`src/rtl/thermistor_voltage_to_temperature_macros.svh`:
```
// Assertion macros shared by the thermistor converter RTL.
`ifndef THERMISTOR_VOLTAGE_TO_TEMPERATURE_MACROS_SVH
`define THERMISTOR_VOLTAGE_TO_TEMPERATURE_MACROS_SVH

`ifndef SYNTHESIS
`define TVT_ASSERT(lbl, prop, msg) \
  lbl: assert property (@(posedge clk_i) disable iff (!rst_ni) prop) else $error(msg);
`define TVT_ASSERT_RST(lbl, prop, msg) \
  lbl: assert property (@(posedge clk_i) prop) else $error(msg);
`else
`define TVT_ASSERT(lbl, prop, msg)
`define TVT_ASSERT_RST(lbl, prop, msg)
`endif

`endif

```
`src/rtl/tvt_pkg.sv`:
```
// Shared constants, curve tables and stage types of the thermistor converter.
`default_nettype none

package tvt_pkg;

  localparam int ROM_POINTS            = 32;
  localparam int ROM_IDX_W             = 5;
  localparam int DEFAULT_TABLE_ENTRIES = 32;

  localparam int MV_W        = 12;
  localparam int TEMP_W      = 12;
  localparam int SPAN_W      = 7;
  localparam int DT_W        = 7;
  localparam int NUM_W       = 13;
  localparam int RECIP_W     = 17;
  localparam int RECIP_SHIFT = 20;
  localparam int PROD_W      = NUM_W + RECIP_W;
  localparam int Q_W         = 7;
  localparam int TDATA_W     = 16;

  localparam logic signed [TEMP_W-1:0] OOR_TENTHS = -12'sd10;
  localparam logic signed [TEMP_W-1:0] MIN_TENTHS = -12'sd400;
  localparam logic signed [TEMP_W-1:0] MAX_TENTHS = 12'sd1200;

  localparam logic [MV_W-1:0] CURVE_MV [ROM_POINTS] = '{
    12'd2440, 12'd2420, 12'd2400, 12'd2380, 12'd2350, 12'd2320, 12'd2270, 12'd2230,
    12'd2170, 12'd2110, 12'd2050, 12'd1990, 12'd1920, 12'd1860, 12'd1800, 12'd1740,
    12'd1680, 12'd1630, 12'd1590, 12'd1550, 12'd1510, 12'd1480, 12'd1450, 12'd1430,
    12'd1400, 12'd1380, 12'd1370, 12'd1350, 12'd1340, 12'd1330, 12'd1320, 12'd1300
  };

  localparam logic signed [TEMP_W-1:0] CURVE_TENTHS [ROM_POINTS] = '{
    -12'sd400, -12'sd350, -12'sd300, -12'sd250, -12'sd200, -12'sd150, -12'sd100, -12'sd50,
    12'sd0, 12'sd50, 12'sd100, 12'sd150, 12'sd200, 12'sd250, 12'sd300, 12'sd350,
    12'sd400, 12'sd450, 12'sd500, 12'sd550, 12'sd600, 12'sd650, 12'sd700, 12'sd750,
    12'sd800, 12'sd850, 12'sd900, 12'sd950, 12'sd1000, 12'sd1050, 12'sd1100, 12'sd1200
  };

  // Rounded-up reciprocal of each segment span, scaled by 2**RECIP_SHIFT.
  // With numerators below 2**NUM_W the scaled product gives the exact floor.
  localparam logic [RECIP_W-1:0] SEG_RECIP [ROM_POINTS] = '{
    17'd52429, 17'd52429, 17'd52429, 17'd34953, 17'd34953, 17'd20972, 17'd26215, 17'd17477,
    17'd17477, 17'd17477, 17'd17477, 17'd14980, 17'd17477, 17'd17477, 17'd17477, 17'd17477,
    17'd20972, 17'd26215, 17'd26215, 17'd26215, 17'd34953, 17'd34953, 17'd52429, 17'd34953,
    17'd52429, 17'd104858, 17'd52429, 17'd104858, 17'd104858, 17'd104858, 17'd52429, 17'd0
  };

  typedef struct packed {
    logic [MV_W-1:0]      mv;
    logic [ROM_IDX_W-1:0] seg;
    logic                 hit;
  } seg_t;

  typedef struct packed {
    logic [NUM_W-1:0]          num;
    logic [RECIP_W-1:0]        recip;
    logic signed [TEMP_W-1:0]  t0;
    logic                      hit;
  } prod_t;

  typedef struct packed {
    logic [Q_W-1:0]            q;
    logic signed [TEMP_W-1:0]  t0;
    logic                      hit;
  } interp_t;

endpackage

`default_nettype wire

```
`src/rtl/tvt_search.sv`:
```
// Segment search stage: compares the voltage against every breakpoint at once.
`default_nettype none

module tvt_search
  import tvt_pkg::*;
#(
  parameter int TABLE_ENTRIES = DEFAULT_TABLE_ENTRIES
) (
  input  wire logic            clk_i,
  input  wire logic            rst_ni,
  input  wire logic            valid_i,
  output      logic            ready_o,
  input  wire logic [MV_W-1:0] mv_i,
  output      logic            valid_o,
  input  wire logic            ready_i,
  output      seg_t            seg_o
);

  localparam int POINTS = (TABLE_ENTRIES < ROM_POINTS) ? TABLE_ENTRIES : ROM_POINTS;

  logic [ROM_POINTS-2:0] match;
  seg_t                  seg_d;
  seg_t                  seg_q;
  logic                  valid_q;

  always_comb begin
    for (int i = 0; i < ROM_POINTS - 1; i++) begin
      match[i] = (i + 1 < POINTS) && (mv_i <= CURVE_MV[i]) && (mv_i >= CURVE_MV[i+1]);
    end
  end

  always_comb begin
    seg_d.mv  = mv_i;
    seg_d.seg = '0;
    seg_d.hit = |match;
    for (int i = ROM_POINTS - 2; i >= 0; i--) begin
      if (match[i]) begin
        seg_d.seg = ROM_IDX_W'(i);
      end
    end
  end

  assign ready_o = !valid_q || ready_i;

  always_ff @(posedge clk_i or negedge rst_ni) begin
    if (!rst_ni) begin
      valid_q <= 1'b0;
    end else if (ready_o) begin
      valid_q <= valid_i;
    end
  end

  always_ff @(posedge clk_i) begin
    if (valid_i && ready_o) begin
      seg_q <= seg_d;
    end
  end

  assign valid_o = valid_q;
  assign seg_o   = seg_q;

endmodule

`default_nettype wire

```
`src/rtl/tvt_interp.sv`:
```
// Interpolation stages: slope product, then scaled reciprocal multiply.
`default_nettype none

module tvt_interp
  import tvt_pkg::*;
(
  input  wire logic clk_i,
  input  wire logic rst_ni,
  input  wire logic valid_i,
  output      logic ready_o,
  input  wire seg_t seg_i,
  output      logic valid_o,
  input  wire logic ready_i,
  output      interp_t res_o
);

  logic [ROM_IDX_W-1:0]     seg_nx;
  logic [MV_W-1:0]          d_full;
  logic signed [TEMP_W-1:0] dt_full;
  logic [SPAN_W-1:0]        d_w;
  logic [DT_W-1:0]          dt_w;
  prod_t                    prod_d;
  prod_t                    prod_q;
  logic                     prod_valid_q;
  logic                     prod_ready;
  logic [PROD_W-1:0]        scaled;
  interp_t                  res_d;
  interp_t                  res_q;
  logic                     res_valid_q;

  assign seg_nx  = ROM_IDX_W'(seg_i.seg + 1'b1);
  assign d_full  = CURVE_MV[seg_i.seg] - seg_i.mv;
  assign dt_full = CURVE_TENTHS[seg_nx] - CURVE_TENTHS[seg_i.seg];
  assign d_w     = d_full[SPAN_W-1:0];
  assign dt_w    = dt_full[DT_W-1:0];

  always_comb begin
    prod_d.num   = {{(NUM_W-SPAN_W){1'b0}}, d_w} * {{(NUM_W-DT_W){1'b0}}, dt_w};
    prod_d.recip = SEG_RECIP[seg_i.seg];
    prod_d.t0    = CURVE_TENTHS[seg_i.seg];
    prod_d.hit   = seg_i.hit;
  end

  assign ready_o = !prod_valid_q || prod_ready;

  always_ff @(posedge clk_i or negedge rst_ni) begin
    if (!rst_ni) begin
      prod_valid_q <= 1'b0;
    end else if (ready_o) begin
      prod_valid_q <= valid_i;
    end
  end

  always_ff @(posedge clk_i) begin
    if (valid_i && ready_o) begin
      prod_q <= prod_d;
    end
  end

  assign scaled = {{(PROD_W-NUM_W){1'b0}}, prod_q.num}
                * {{(PROD_W-RECIP_W){1'b0}}, prod_q.recip};

  always_comb begin
    res_d.q   = scaled[RECIP_SHIFT +: Q_W];
    res_d.t0  = prod_q.t0;
    res_d.hit = prod_q.hit;
  end

  assign prod_ready = !res_valid_q || ready_i;

  always_ff @(posedge clk_i or negedge rst_ni) begin
    if (!rst_ni) begin
      res_valid_q <= 1'b0;
    end else if (prod_ready) begin
      res_valid_q <= prod_valid_q;
    end
  end

  always_ff @(posedge clk_i) begin
    if (prod_valid_q && prod_ready) begin
      res_q <= res_d;
    end
  end

  assign valid_o = res_valid_q;
  assign res_o   = res_q;

endmodule

`default_nettype wire

```
`src/rtl/thermistor_voltage_to_temperature.sv`:
```
// Each input transaction passes through four register stages (segment search, slope
// product, reciprocal multiply, sum) before its result can be taken.
// Throughput: one transaction per cycle while m_axis_tready_i is high; each stage holds
// one item and moves on whenever the stage after it has room, so a stall loses and repeats nothing.
// Reset: the asynchronous reset clears the valid bit of every stage; no table is cleared.
`default_nettype none
`include "thermistor_voltage_to_temperature_macros.svh"

module thermistor_voltage_to_temperature
  import tvt_pkg::*;
#(
  parameter int TABLE_ENTRIES = DEFAULT_TABLE_ENTRIES
) (
  input  wire logic               clk_i,
  input  wire logic               rst_ni,
  input  wire logic               s_axis_tvalid_i,
  output      logic               s_axis_tready_o,
  input  wire logic [TDATA_W-1:0] s_axis_tdata_i,  // [11:0] voltage_mv
  output      logic               m_axis_tvalid_o,
  input  wire logic               m_axis_tready_i,
  output      logic [TDATA_W-1:0] m_axis_tdata_o,  // [11:0] temperature_tenths
  output      logic               m_axis_tuser_o   // [0] out_of_range
);

  logic                     seg_valid;
  logic                     seg_ready;
  seg_t                     seg;
  logic                     res_valid;
  logic                     res_ready;
  interp_t                  res;
  logic signed [TEMP_W-1:0] temp_d;
  logic signed [TEMP_W-1:0] temp_q;
  logic                     oor_q;
  logic                     out_valid_q;

  tvt_search #(
    .TABLE_ENTRIES(TABLE_ENTRIES)
  ) u_search (
    .clk_i  (clk_i),
    .rst_ni (rst_ni),
    .valid_i(s_axis_tvalid_i),
    .ready_o(s_axis_tready_o),
    .mv_i   (s_axis_tdata_i[MV_W-1:0]),
    .valid_o(seg_valid),
    .ready_i(seg_ready),
    .seg_o  (seg)
  );

  tvt_interp u_interp (
    .clk_i  (clk_i),
    .rst_ni (rst_ni),
    .valid_i(seg_valid),
    .ready_o(seg_ready),
    .seg_i  (seg),
    .valid_o(res_valid),
    .ready_i(res_ready),
    .res_o  (res)
  );

  assign temp_d = res.hit ? (res.t0 + $signed({{(TEMP_W-Q_W){1'b0}}, res.q})) : OOR_TENTHS;

  assign res_ready = !out_valid_q || m_axis_tready_i;

  always_ff @(posedge clk_i or negedge rst_ni) begin
    if (!rst_ni) begin
      out_valid_q <= 1'b0;
    end else if (res_ready) begin
      out_valid_q <= res_valid;
    end
  end

  always_ff @(posedge clk_i) begin
    if (res_valid && res_ready) begin
      temp_q <= temp_d;
      oor_q  <= !res.hit;
    end
  end

  assign m_axis_tvalid_o = out_valid_q;
  assign m_axis_tdata_o  = {{(TDATA_W-TEMP_W){1'b0}}, temp_q};
  assign m_axis_tuser_o  = oor_q;

  `TVT_ASSERT(a_oor_temp, m_axis_tvalid_o && m_axis_tuser_o |-> temp_q == OOR_TENTHS, "Out-of-range result must read minus one degree.")
  `TVT_ASSERT(a_temp_bounds, m_axis_tvalid_o && !m_axis_tuser_o |-> temp_q >= MIN_TENTHS && temp_q <= MAX_TENTHS, "In-range temperature left the curve bounds.")
  `TVT_ASSERT(a_interp_bounds, res_valid && res.hit |-> res.q <= Q_W'(100), "Interpolation step exceeds the widest segment.")
  `TVT_ASSERT_RST(a_reset_empty, !rst_ni |=> !m_axis_tvalid_o, "Output valid after a reset cycle.")

endmodule

`default_nettype wire

```
`config.mk`:
```
export PLATFORM = sky130hd
export DESIGN_NAME = thermistor_voltage_to_temperature
export DESIGN_NICKNAME = d
export VERILOG_FILES = /design/src/rtl/tvt_pkg.sv /design/src/rtl/tvt_search.sv /design/src/rtl/tvt_interp.sv /design/src/rtl/thermistor_voltage_to_temperature.sv
export VERILOG_INCLUDE_DIRS = /design/src /design/src/rtl
export SDC_FILE = /design/constraint.sdc
export NUM_CORES = 1
export LEC_CHECK = 0
export BUFFER_PORTS_ARGS = -buffer_cell sky130_fd_sc_hd__buf_2
export CAP_MARGIN = 15
export CELL_PAD_IN_SITES_DETAIL_PLACEMENT = 2
export CELL_PAD_IN_SITES_GLOBAL_PLACEMENT = 2
export CORE_MARGIN = 4
export CORE_UTILIZATION = 45
export DETAILED_ROUTE_END_ITERATION = 8
export PLACE_DENSITY = 0.89
export SLEW_MARGIN = 20
export SYNTH_ARGS = -nofsm -noshare
export SYNTH_HDL_FRONTEND = slang
export SYNTH_HIERARCHICAL = 1
export SYNTH_SLANG_ARGS = --single-unit
```
`constraint.sdc`:
```
create_clock -name clk_i -period 13.5 [get_ports clk_i]
set_input_delay 1.35 -clock clk_i [delete_from_list [all_inputs] [get_ports clk_i]]
set_output_delay 1.35 -clock clk_i [all_outputs]
set_load 0.01 [all_outputs]
```
==> metrics.md, run 1 <==
| Metric | Value |
|---|---|
| Status | finished, final reports clean |
| Core area | 29,900 sq um |
| Setup TNS | 0 ps |
| Period minus WS final | 8880 ps |
| DRT Pass-1 Iters | 7 |
| Worst endpoint required time | 13,640 ps |
| Slew @ Worst Pin | 1210 ps |
| Root buffer cell | clkbuf_16 |
| Port buffer count | 30 |
| Chip height | 183 um |
| Max incr delay on CP | 700 ps |
| Final core occ | 47.9% |
| RSZ-0062 raised after global routing | false |
| Starting density of the core | 46.0% |
| MaxCap Viol Count | 0 |
| WL final | 56,900 um |
| Vias per cell | 6.32 |
| Fin nets | 1,806 |
| Non-Filler Instances | 1,889 |
| CP max stage cell | edfxtp_1 |
| Area of the multi-input gates | 9860 sq um |
| Pin count of the biggest net entering global routing | 50 |
| Filler cell count | 3,205 |
| Post-CTS Setup Inserts | 0 |
| IO Count | 39 |
| All-layer global routing usage | 34.3% |
| Reg2reg setup slack | 4620 ps |
| Layout cells sized above 1 | 5.40% |
| Max-slew violation count | 0 |
| Rows | 63 |
| Worst-Skew Late Latency | 370 ps |
| Part of the cycle the worst path needs | 65.8% |
| Fmax | 113 MHz |
| CTS tree | built |
| Commonest non-fill, non-tap cell in the layout | inv_1 |
| Slew headroom | 18.5% |
| Clock Tree Buf Depth | 2 |
| Global-route wire length before repair | 87,600 um |
| Final hold vios | 0 |
| # resized after CTS | 0 |
| DP Cell Count | 1,873 |
| Final antenna-violating net count | 0 |
| DPL Wire Length | 41,400 um |
| Initial antenna violation count | 0 |
| Most Frequent Cell on Critical Path | ha_1 |
| CTS Sinks | 87 |
| CTS Buf Count | 9 |
| Worst-path clk slew | 80 ps |
| Synth Warn # | 6 |
| Worst Path Max Fanout | 12 |
| Reg area | 2590 sq um |
| Total number of vias | 11,900 |
| Most frequent cells in the layout | inv_1, fa_1, nand2_1, ha_1 |
| Clock Skew | 17.9 ps |
| # DRC | 0 |
| GP Congestion | 0.920 |
| Gr ovfl total | 0 |
| Worst Path Arrival | 9020 ps |
| H-Tree Depth | 3 |
| CP bufs+invs | 2 |
| Top Family by Delay on Critical Path | adder cells |
| Mean Syn Cell Area | 9.00 sq um |
| Critical path startpoint category | flop |
| Tightest Hold Check Type | reg -> reg |
| Setup Viol. Count Final | 0 |
| Vias in the first global route | 13,800 |
| Post-Syn Instances | 1,526 |
| Die area | 33,400 sq um |
| Die span in x | 183 um |
| Critical Path Sink Type | flop |
| Antenna cell count | 0 |
| P&R area growth vs syn | 4.24% |
| Post-synthesis cell area | 13,700 sq um |
| First DRT Iteration DRCs | 1,135 |
| Post-CTS Hold Buffers | 0 |
| Drt wl/cell | 30.1 um |
| CP Class | reg -> reg |
## through the flow
step	setup slack [ps]	area (sq um)	hold slack [ps]
2_1_floorplan	6700	13700	400
3_3_place_gp	5670	14000	402
3_5_place_dp	5170	14000	413
4_1_cts	4740	14300	435
5_1_grt	4300	14300	440
6_report	4620	14300	433
## path summary, 6_finish.rpt
path,startpoint,end,cells past startpoint
setup / recovery,u_search/seg_o[2]$_SDFFCE_PP0P_,u_interp/prod_q[42]$_DFFE_PP_,29
hold / removal,u_search/seg_o[0]$_DFFE_PP_,u_interp/prod_q[0]$_DFFE_PP_,0
setup reg to reg,u_search/seg_o[2]$_SDFFCE_PP0P_,u_interp/prod_q[42]$_DFFE_PP_,29
hold reg to reg,u_search/seg_o[0]$_DFFE_PP_,u_interp/prod_q[0]$_DFFE_PP_,0
max in group asynchronous,rst_ni,u_interp/valid_o$_DFFE_PN0P_,1
min in group asynchronous,rst_ni,u_interp/prod_valid_q$_DFFE_PN0N_,1
## metal layers
metal	share of wire, %	vias up	track usage [%]
met3	4.7	206	4.74
met1	38	6205	39.9
met2	51	512	61.7
li1	-	5024	-
met4	6.0	0	17.1
met5	0	-	0
## registers in the layout (all words and copies together) (netlist names)
register,count
u_interp/prod_q,38
u_interp/res_o,19
u_search/seg_o,13
temp_q,12
m_axis_tuser_o,1
m_axis_tvalid_o,1
u_interp/prod_valid_q,1
u_interp/valid_o,1
u_search/valid_o,1
## layout make-up
cell class	count	area share [%]
sequential	87	18.1
inverter	240	6.29
clock buffer	9	1.57
multi-input combinational	1121	68.9
timing repair buffer	35	1.31
clock inverter	7	0.428
tap	390	3.41
Power of run 1 is not shown: default switching activity piles up to over one toggle a cycle in this logic, so the estimate is an artifact.
==> inputs of run 2 (changes only) <==
--- a/config.mk
+++ b/config.mk
@@ -11,9 +11,9 @@
 export CELL_PAD_IN_SITES_DETAIL_PLACEMENT = 2
 export CELL_PAD_IN_SITES_GLOBAL_PLACEMENT = 2
 export CORE_MARGIN = 4
-export CORE_UTILIZATION = 45
+export CORE_UTILIZATION = 42
 export DETAILED_ROUTE_END_ITERATION = 8
-export PLACE_DENSITY = 0.89
+export PLACE_DENSITY = 0.83
 export SLEW_MARGIN = 20
 export SYNTH_ARGS = -nofsm -noshare
 export SYNTH_HDL_FRONTEND = slang
==> constraint.sdc (replaced) <==
create_clock -name clk_i -period 8.3 [get_ports clk_i]
set_input_delay 0.83 -clock clk_i [delete_from_list [all_inputs] [get_ports clk_i]]
set_output_delay 0.83 -clock clk_i [all_outputs]
set_load 0.01 [all_outputs]
==> run 2 against run 1 <==
  * Count of clock-buffer cells in the layout unchanged
  * Fmax up 13%
  * Core utilization down 2.7 points
  * Non-clock buffer count up 2
  * Final cell count up 2.5%
  * Critical endpoint unchanged
  * Largest cell class unchanged
  * Highest routed layer unchanged
==> metrics.md, run 2 (synthesized netlist as in run 1, its figures left out) <==
| Metric | Value |
|---|---|
| Top reg by flops | u_interp/prod_q |
| Antenna cell count | 0 (unchanged) |
| Critical path startpoint category | flop |
| Worst-Skew Late Latency | 360 ps (about the same) |
| CP Class | reg -> reg |
| WL final | 49,200 um (-13%) |
| Setup Viol. Count Final | 0 (unchanged) |
| DPL Wire Length | 37,100 um (-10%) |
| Rows | 65 (+3.2%) |
| Die area | 35,700 sq um (+6.8%) |
| CTS Sinks | 87 (unchanged) |
| Vias in the first global route | 13,100 (-5.2%) |
| Most frequent cells in the layout | inv_1, fa_1, nand2_1, ha_1 |
| Part of the cycle the worst path needs | 94.3% (+29 points) |
| CTS Buf Count | 9 (unchanged) |
| Slew headroom | 31.3% (+13 points) |
| Final antenna-violating net count | 0 (unchanged) |
| DRT Pass-1 Iters | 5 (-2) |
| All-layer global routing usage | 27.7% (-6.6 points) |
| Layout cells sized above 1 | 5.53% (+0.13 points) |
| Tightest Hold Check Type | in -> async |
| Starting density of the core | 43.1% (-2.9 points) |
| Status | finished, final reports clean |
| Global-route wire length before repair | 76,900 um (-12%) |
| Pin count of the biggest net entering global routing | 45 (-10%) |
| Core area | 31,900 sq um (+6.7%) |
| Worst-path clk slew | 80 ps (about the same) |
| IO Count | 39 (unchanged) |
| Setup TNS | 0 ps (unchanged) |
| Total number of vias | 11,500 (-3.4%) |
| Root buffer cell | clkbuf_16 |
| Max incr delay on CP | 550 ps (-150 ps) |
| Reg-to-Reg Start | u_search/seg_o[1]$_SDFFCE_PP0P_ |
| Final hold vios | 0 (unchanged) |
| Vias per cell | 5.96 (-5.8%) |
| Drt wl/cell | 25.4 um (-15%) |
| MaxCap Viol Count | 0 (unchanged) |
| Gr ovfl total | 0 (unchanged) |
| Chip height | 189 um (+3.4%) |
| Reg2reg setup slack | 470 ps (-4150 ps) |
| Max-slew violation count | 0 (unchanged) |
| Fin nets | 1,808 (+0.11%) |
| Worst Path Max Fanout | 11 (-1) |
| Port buffer count | 30 (unchanged) |
| H-Tree Depth | 3 (unchanged) |
| Most Frequent Cell on Critical Path | ha_1 |
| Period minus WS final | 7830 ps (-1050 ps) |
| Critical Path Sink Type | flop |
| RSZ-0062 raised after global routing | false |
| Commonest non-fill, non-tap cell in the layout | inv_1 |
| Fmax | 128 MHz (+13%) |
| Filler cell count | 3,497 (+9.1%) |
| Final core occ | 45.2% (-2.7 points) |
| R2R Path End | u_interp/prod_q[42]$_DFFE_PP_ |
| Worst Path Arrival | 7930 ps (-1090 ps) |
| P&R area growth vs syn | 4.87% |
| First DRT Iteration DRCs | 897 (-21%) |
| # resized after CTS | 0 (unchanged) |
| Clock Skew | 13.2 ps (-4.68 ps) |
| CTS tree | built |
| Slew @ Worst Pin | 1020 ps (-190 ps) |
| Initial antenna violation count | 0 (unchanged) |
| # DRC | 0 (unchanged) |
| Post-CTS Hold Buffers | 0 (unchanged) |
| GP Congestion | 0.874 (-5.0%) |
| Die span in x | 189 um (+3.4%) |
| Worst endpoint required time | 8400 ps (-5240 ps) |
| Post-CTS Setup Inserts | 0 (unchanged) |
| Reg2reg path depth | 29 (unchanged) |
| Largest register FFs | 38 (unchanged) |
| CP max stage cell | fa_1 |
| Clock Tree Buf Depth | 2 (unchanged) |
==> run 2: metal layers <==
| layer | global-route usage, % | share of wire (%) | routed length (um) |
|---|---|---|---|
| met5 | 0 | 0 | 0 |
| met4 | 11.6 | 4.5 | 2220 |
| met3 | 3.19 | 4.1 | 2030 |
| met2 | 50.4 | 52 | 25600 |
| met1 | 33.2 | 39 | 19400 |
==> run 2: worst max-delay path by stage <==
| stage | startpoint | endpoint | slack (ps) | cells past startpoint |
|---|---|---|---|---|
| final | u_search/seg_o[1]$_SDFFCE_PP0P_ | u_interp/prod_q[42]$_DFFE_PP_ | 470 | 29 |
| after global routing | u_search/seg_o[1]$_SDFFCE_PP0P_ | u_interp/prod_q[42]$_DFFE_PP_ | 50 | 29 |
| after CTS | u_search/seg_o[1]$_SDFFCE_PP0P_ | u_interp/prod_q[42]$_DFFE_PP_ | 470 | 29 |
| after detailed placement | u_search/seg_o[1]$_SDFFCE_PP0P_ | u_interp/prod_q[42]$_DFFE_PP_ | 620 | 29 |
| after global placement | u_search/seg_o[1]$_SDFFCE_PP0P_ | u_interp/prod_q[42]$_DFFE_PP_ | 940 | 29 |
| after floorplan | u_search/seg_o[1]$_SDFFCE_PP0P_ | u_interp/prod_q[42]$_DFFE_PP_ | 1500 | 30 |
==> run 2: critical path: cells and delay by family, from the launching register on <==
| kind | cells | cell delay [ps] |
|---|---|---|
| fa+ha+maj | 7 | 2950 |
| simple gates | 9 | 1670 |
| compound gates | 7 | 1500 |
| xor+xnor | 4 | 900 |
| flops | 1 | 410 |
| buf+inv | 2 | 150 |
==> run 2: layout make-up <==
class                      count  area, sq um  area share (%)
sequential                    87         2590            18.0
tap                          435          544            3.78
clock inverter                 7         76.3           0.530
clock buffer                   9          225            1.56
multi-input combinational   1121         9860            68.5
timing repair buffer          37          203            1.41
inverter                     240          901            6.25
==> run 2: metrics by stage <==
| stage | hold slack, ps | instance area, sq um | std cells | worst slack [ps] |
|---|---|---|---|---|
| after global routing | 250 | 14400 | 1936 | 53.3 |
| after global placement | 402 | 14100 | 1920 | 943 |
| final | 257 | 14400 | 1936 | 469 |
| after detailed placement | 411 | 14100 | 1920 | 617 |
| after CTS | 249 | 14400 | 1936 | 467 |
| after floorplan | 400 | 13700 | 1529 | 1500 |
Power of run 2 is left out for the same reason.
